$ cat src/rtl/prs_pkg.sv
// Types and constants shared by the periodic request scheduler modules.
package prs_pkg;

    localparam logic [2:0] OP_CLEAR      = 3'd0;
    localparam logic [2:0] OP_ADD        = 3'd1;
    localparam logic [2:0] OP_SET_ENABLE = 3'd2;
    localparam logic [2:0] OP_PAUSE      = 3'd3;
    localparam logic [2:0] OP_RESUME     = 3'd4;
    localparam logic [2:0] OP_NEXT       = 3'd5;
    localparam logic [2:0] OP_DISPATCHED = 3'd6;

    localparam logic [3:0] ST_OK        = 4'd0;
    localparam logic [3:0] ST_INVALID   = 4'd1;
    localparam logic [3:0] ST_FULL      = 4'd2;
    localparam logic [3:0] ST_DUPLICATE = 4'd3;
    localparam logic [3:0] ST_NOT_FOUND = 4'd4;
    localparam logic [3:0] ST_READY     = 4'd5;
    localparam logic [3:0] ST_WAITING   = 4'd6;
    localparam logic [3:0] ST_PAUSED    = 4'd7;
    localparam logic [3:0] ST_EMPTY     = 4'd8;

    localparam logic CFG_OBD_PROTOCOL = 1'b0;
    localparam logic CFG_OBD_MODULE   = 1'b1;

    localparam logic [2:0] MAX_PRIORITY = 3'd3;
    localparam int         DIV_STEPS    = 64;

    typedef enum logic [1:0] {
        MODE_DONE,
        MODE_SCAN,
        MODE_DISP
    } mode_t;

    typedef struct packed {
        logic [3:0]  protocol;
        logic [7:0]  module_code;
        logic [31:0] identifier;
        logic [7:0]  pid;
        logic        pid_flag;
        logic [31:0] interval;
        logic [63:0] next_due;
        logic [1:0]  priority_lvl;
        logic        enabled;
    } entry_t;

    typedef struct packed {
        logic start;
        logic rd;
        logic eval;
        logic div_step;
        logic dwrite;
        logic finish;
    } cmd_t;

    typedef struct packed {
        mode_t mode;
        logic  scan_more;
        logic  need_div;
        logic  div_done;
        logic  out_free;
    } sts_t;

    function automatic logic [63:0] sat_add64(input logic [63:0] a, input logic [63:0] b);
        logic [64:0] s;
        s = {1'b0, a} + {1'b0, b};
        return s[64] ? {64{1'b1}} : s[63:0];
    endfunction

endpackage

$ cat src/rtl/prs_ctrl.sv
// Sequencer of the periodic request scheduler: decodes, scans, divides and retires.
module prs_ctrl import prs_pkg::*;
(
    input  logic clk,
    input  logic rst_n,
    input  logic req_valid,
    output logic req_ready,
    input  sts_t st,
    output cmd_t cmd
);

    typedef enum logic [2:0] {
        S_IDLE,
        S_DECIDE,
        S_READ,
        S_EVAL,
        S_DIV,
        S_DWRITE,
        S_FINISH
    } state_t;

    state_t state_reg, state_next;

    always_comb
    begin
        state_next = state_reg;
        cmd        = '0;
        req_ready  = 1'b0;
        case (state_reg)
            S_IDLE:
            begin
                req_ready = 1'b1;
                if (req_valid)
                begin
                    cmd.start  = 1'b1;
                    state_next = S_DECIDE;
                end
            end
            S_DECIDE:
            begin
                case (st.mode)
                    MODE_SCAN: state_next = st.scan_more ? S_READ : S_FINISH;
                    MODE_DISP: state_next = S_READ;
                    default:   state_next = S_FINISH;
                endcase
            end
            S_READ:
            begin
                cmd.rd     = 1'b1;
                state_next = S_EVAL;
            end
            S_EVAL:
            begin
                cmd.eval = 1'b1;
                if (st.mode == MODE_DISP)
                begin
                    state_next = st.need_div ? S_DIV : S_FINISH;
                end
                else
                begin
                    state_next = S_DECIDE;
                end
            end
            S_DIV:
            begin
                if (st.div_done)
                begin
                    state_next = S_DWRITE;
                end
                else
                begin
                    cmd.div_step = 1'b1;
                end
            end
            S_DWRITE:
            begin
                cmd.dwrite = 1'b1;
                state_next = S_FINISH;
            end
            S_FINISH:
            begin
                if (st.out_free)
                begin
                    cmd.finish = 1'b1;
                    state_next = S_IDLE;
                end
            end
            default: state_next = S_IDLE;
        endcase
    end

    always_ff @(posedge clk or negedge rst_n)
    begin
        if (!rst_n)
        begin
            state_reg <= S_IDLE;
        end
        else
        begin
            state_reg <= state_next;
        end
    end

endmodule

$ cat config.mk
export PLATFORM = sky130hd
export DESIGN_NAME = prs_ctrl
export DESIGN_NICKNAME = d
export VERILOG_FILES = /design/src/rtl/prs_pkg.sv /design/src/rtl/prs_ctrl.sv
export SDC_FILE = /design/constraint.sdc
export NUM_CORES = 1
export LEC_CHECK = 0
export ABC_AREA = 1
export BUFFER_PORTS_ARGS = -buffer_cell sky130_fd_sc_hd__buf_2
export CELL_PAD_IN_SITES_DETAIL_PLACEMENT = 0
export CELL_PAD_IN_SITES_GLOBAL_PLACEMENT = 1
export CORE_AREA = 10 10 47 49
export DETAILED_ROUTE_END_ITERATION = 10
export DIE_AREA = 0 0 57 59
export PLACE_DENSITY = 0.67
export SETUP_SLACK_MARGIN = 0.3
export SLEW_MARGIN = 20
export SYNTH_ARGS = -nofsm -noshare
export SYNTH_HDL_FRONTEND = slang
export SYNTH_SLANG_ARGS = --single-unit
$ cat constraint.sdc
create_clock -name clk -period 1.1 [get_ports clk]
set_input_delay 0.11 -clock clk [delete_from_list [all_inputs] [get_ports clk]]
set_output_delay 0.11 -clock clk [all_outputs]
set_load 0.01 [all_outputs]
==> metrics.md <==
| Metric | Value |
|---|---|
| Crit share post-route | 1.100 |
| Max FO, Critical Path | 6 |
| CTS tree | yes |
| Register area share after synthesis | 0.2691 |
| Reg2reg start | state_reg[0] |
| Yosys Warn Count | 0 |
| Setup TNS | -0.5133 ns |
| Layer with the highest usage | met2 |
| Placed Cells | 79 |
| Placer Congestion | 0.7865 |
| Largest net degree at the start of global routing | 7 |
| Slew HR | 0.8912 |
| Final total power | about 1.2 mW |
| Number of global-route vias before repair | about 360 |
| Fraction of layout cells with a size suffix above 1 | 0.4861 |
| Detail Route Antenna Nets | 0 |
| Skew final | between 0.002 and 0.003 ns |
| Worst Setup Slack, final | -0.1096 ns |
| Failing checks | setup timing |
| Largest register FFs | 3 |
| Clk slew on worst S/H paths | 0.04 ns |
| Clk sinks | 3 |
| Clock latency on the worst-skew pair | roughly 0.23 ns |
| Fmax | ~830 MHz |
| Mapped Area | 279.0 um2 |
| Mapped Nets | 57 |
| Final slew viol count | 0 |
| Run status | finished with violations |
| Met2 usage | 0.06667 |
| Synthesis-to-finish area growth | 65.92% |
| RR Endpoint | state_reg[2] |
| First-pass GRT wire length | ~1400 um |
| Core area | approximately 1400 um2 |
| Final wirelength | 827 um |
| Met3 usage | 0.03648 |
| Pre-antenna DRT Iters | 4 |
| Mean area per synthesized cell | 5.813 um2 |
| Final instance area | ~460 um2 |
| Setup slack, reg-to-reg | -0.03 ns |
| Hold Fails Final Rpt | 0 |
| Worst Tran Pin Value | around 0.16 ns |
| Via Count | roughly 370 |
| Die width | 57 um |
| Worst path top cell family by delay | flip-flops |
| Worst Hold End | state_reg[1] |
| Initial DRC Count | 8 |
| Max IR drop VDD | 0.8207 mV |
| WP data required | 0.99 ns |
| PwrDens | 2572 nW/um2 |
| Grt ovf | 0 |
| Post-synthesis cell count | 48 |
| Hold path start | st[2] |
| Synth Register Bits | 3 |
| # rows | 14 |
| Leakage power | about 0.29 nW |
| WP data arrival | approximately 1.1 ns |
| HP Class | in2reg |
| Root Buffer | clkbuf_4 |
| Hold Path Depth | 4 |
| Max Cap Viol | 0 |
| Die area | roughly 3400 um2 |
| Drt wl/cell | 9.398 um |
| Post-DP HPWL | 683.9 um |
| # diodes | 0 |
| Worst R2R Path Depth | 7 |
| Finished Layout Cells | 88 |
| Die Span Y | 59 um |
| Post-layout minimum cycle time | 1.210 ns |
| CP startpoint kind | register |
| # setup viols final | 8 |
| Highest cell delay on the worst timing path | 0.44 ns |
| Library cells used by synthesis | 14 |
| Setup CP Type | reg2out |
| Top-level port count | 16 |
| Clk buf depth | 2 |
| Hold slack | 0.1672 ns |
| RSZ-0062 raised after global routing | true |
| Slowest CP cell | dfrtp_2 |
| Initial antenna violation count | 0 |
| Starting Density | 0.1991 |
| Count of nets after finishing | ~80 |
| Worst path bufs/invs | 1 |
| Total GRT Usage | 0.05407 |
| H-tree depth | 1 |
| Grt met1 use | 0.06310 |
| Crit path cell chain | nor2_4 > nand2_2 > nor2_1 > buf_2 |
| DRC viols | 0 |
| IO buf count | 15 |
| Placed Instance Area | roughly 380 um2 |
| CP endpoint kind | output pin |
| CTS buffer count | 3 |
| Post-DR vias/cell | 4.148 |
tightest hold or removal path: stages:
cell	delay [ns]
buf_2	0.07
nor2_1	0.03
nand2_1	0.05
nand4_1	0.07
cell usage in the layout (no fill, tap or decap), types with 2 or more instances in the layout:
master,instances
buf_4,4
nand3_1,4
nand2_1,11
dfrtp_2,3
nor2_4,2
clkbuf_4,3
nor2_1,6
inv_1,9
nand2_2,2
nor2_2,2
buf_2,14
nand4_1,2
inv_2,2
report_power, final:
group	total, mW	switching, mW	internal, mW	leakage, nW
Sequential	0.287	0.107	0.181	0.0331
Clock	0.193	0.0570	0.136	0.0150
Combinational	0.710	0.374	0.336	0.239
Total	1.19	0.538	0.653	0.287
synth_stat cells (all sizes together):
library cell	n	area (um2)
nor3	2	15.01
nand3	4	20.02
o21ai	1	5.000
nand2	13	51.30
a21oi	1	5.000
nor2	10	50.05
nand4	2	12.51
dfrtp	3	75.07
inv	12	45.05
area by class of cell:
cell class                      count  area [um2]
Fill cell                         169       938.4
Multi-Input combinational cell     33       168.9
Inverter                           12       47.55
Sequential cell                     3       78.83
Tap cell                           16       20.02
Clock buffer                        4       26.28
Timing Repair Buffer               20       121.4
logic make-up after synthesis:
family | count (synthesis) | share of synthesized area
buffers and inverters | 12 | 0.1615
AND/OR/NAND/NOR | 31 | 0.5336
AO/OA/AOI/OAI | 2 | 0.03584
flip-flops | 3 | 0.2691
how the worst max path moves through the flow:
| stage | start | end | slack [ns] | depth (start not counted) |
|---|---|---|---|---|
| 2_1_floorplan | state_reg[0] | state_reg[2] | 0.1 | 6 |
| 3_3_place_gp | state_reg[2] | state_reg[2] | 0.04 | 7 |
| 3_5_place_dp | state_reg[0] | state_reg[2] | 0.04 | 6 |
| 4_1_cts | state_reg[1] | cmd[5] | -0.12 | 4 |
| 5_1_grt | state_reg[0] | cmd[5] | -0.20 | 4 |
| 6_report | state_reg[0] | cmd[5] | -0.11 | 4 |
metrics by stage:
step,utilization,worst slack (ns)
after global placement,0.2688,0.04303
after CTS,0.3161,-0.1238
after global routing,0.3304,-0.2043
after detailed placement,0.2688,0.03682
after floorplan,-,0.09934
final,0.3304,-0.1096
layer usage:
layer,up-vias,part of all wire
met5,-,0
met4,0,0
met3,0,0.12
met2,11,0.47
met1,161,0.40
li1,193,-
what timing repair did:
item / CTS / global route
endpoints found under the hold margin: 3 / 0
pin swaps: 3 / 4
cloned: 0 / 0
setup buffers: 3 / 1
hold buffers: 1 / 0
endpoints found under the setup margin: 10 / 10
resized for setup: 3 / 5
No activity file was read; power rests on OpenSTA's default activity.
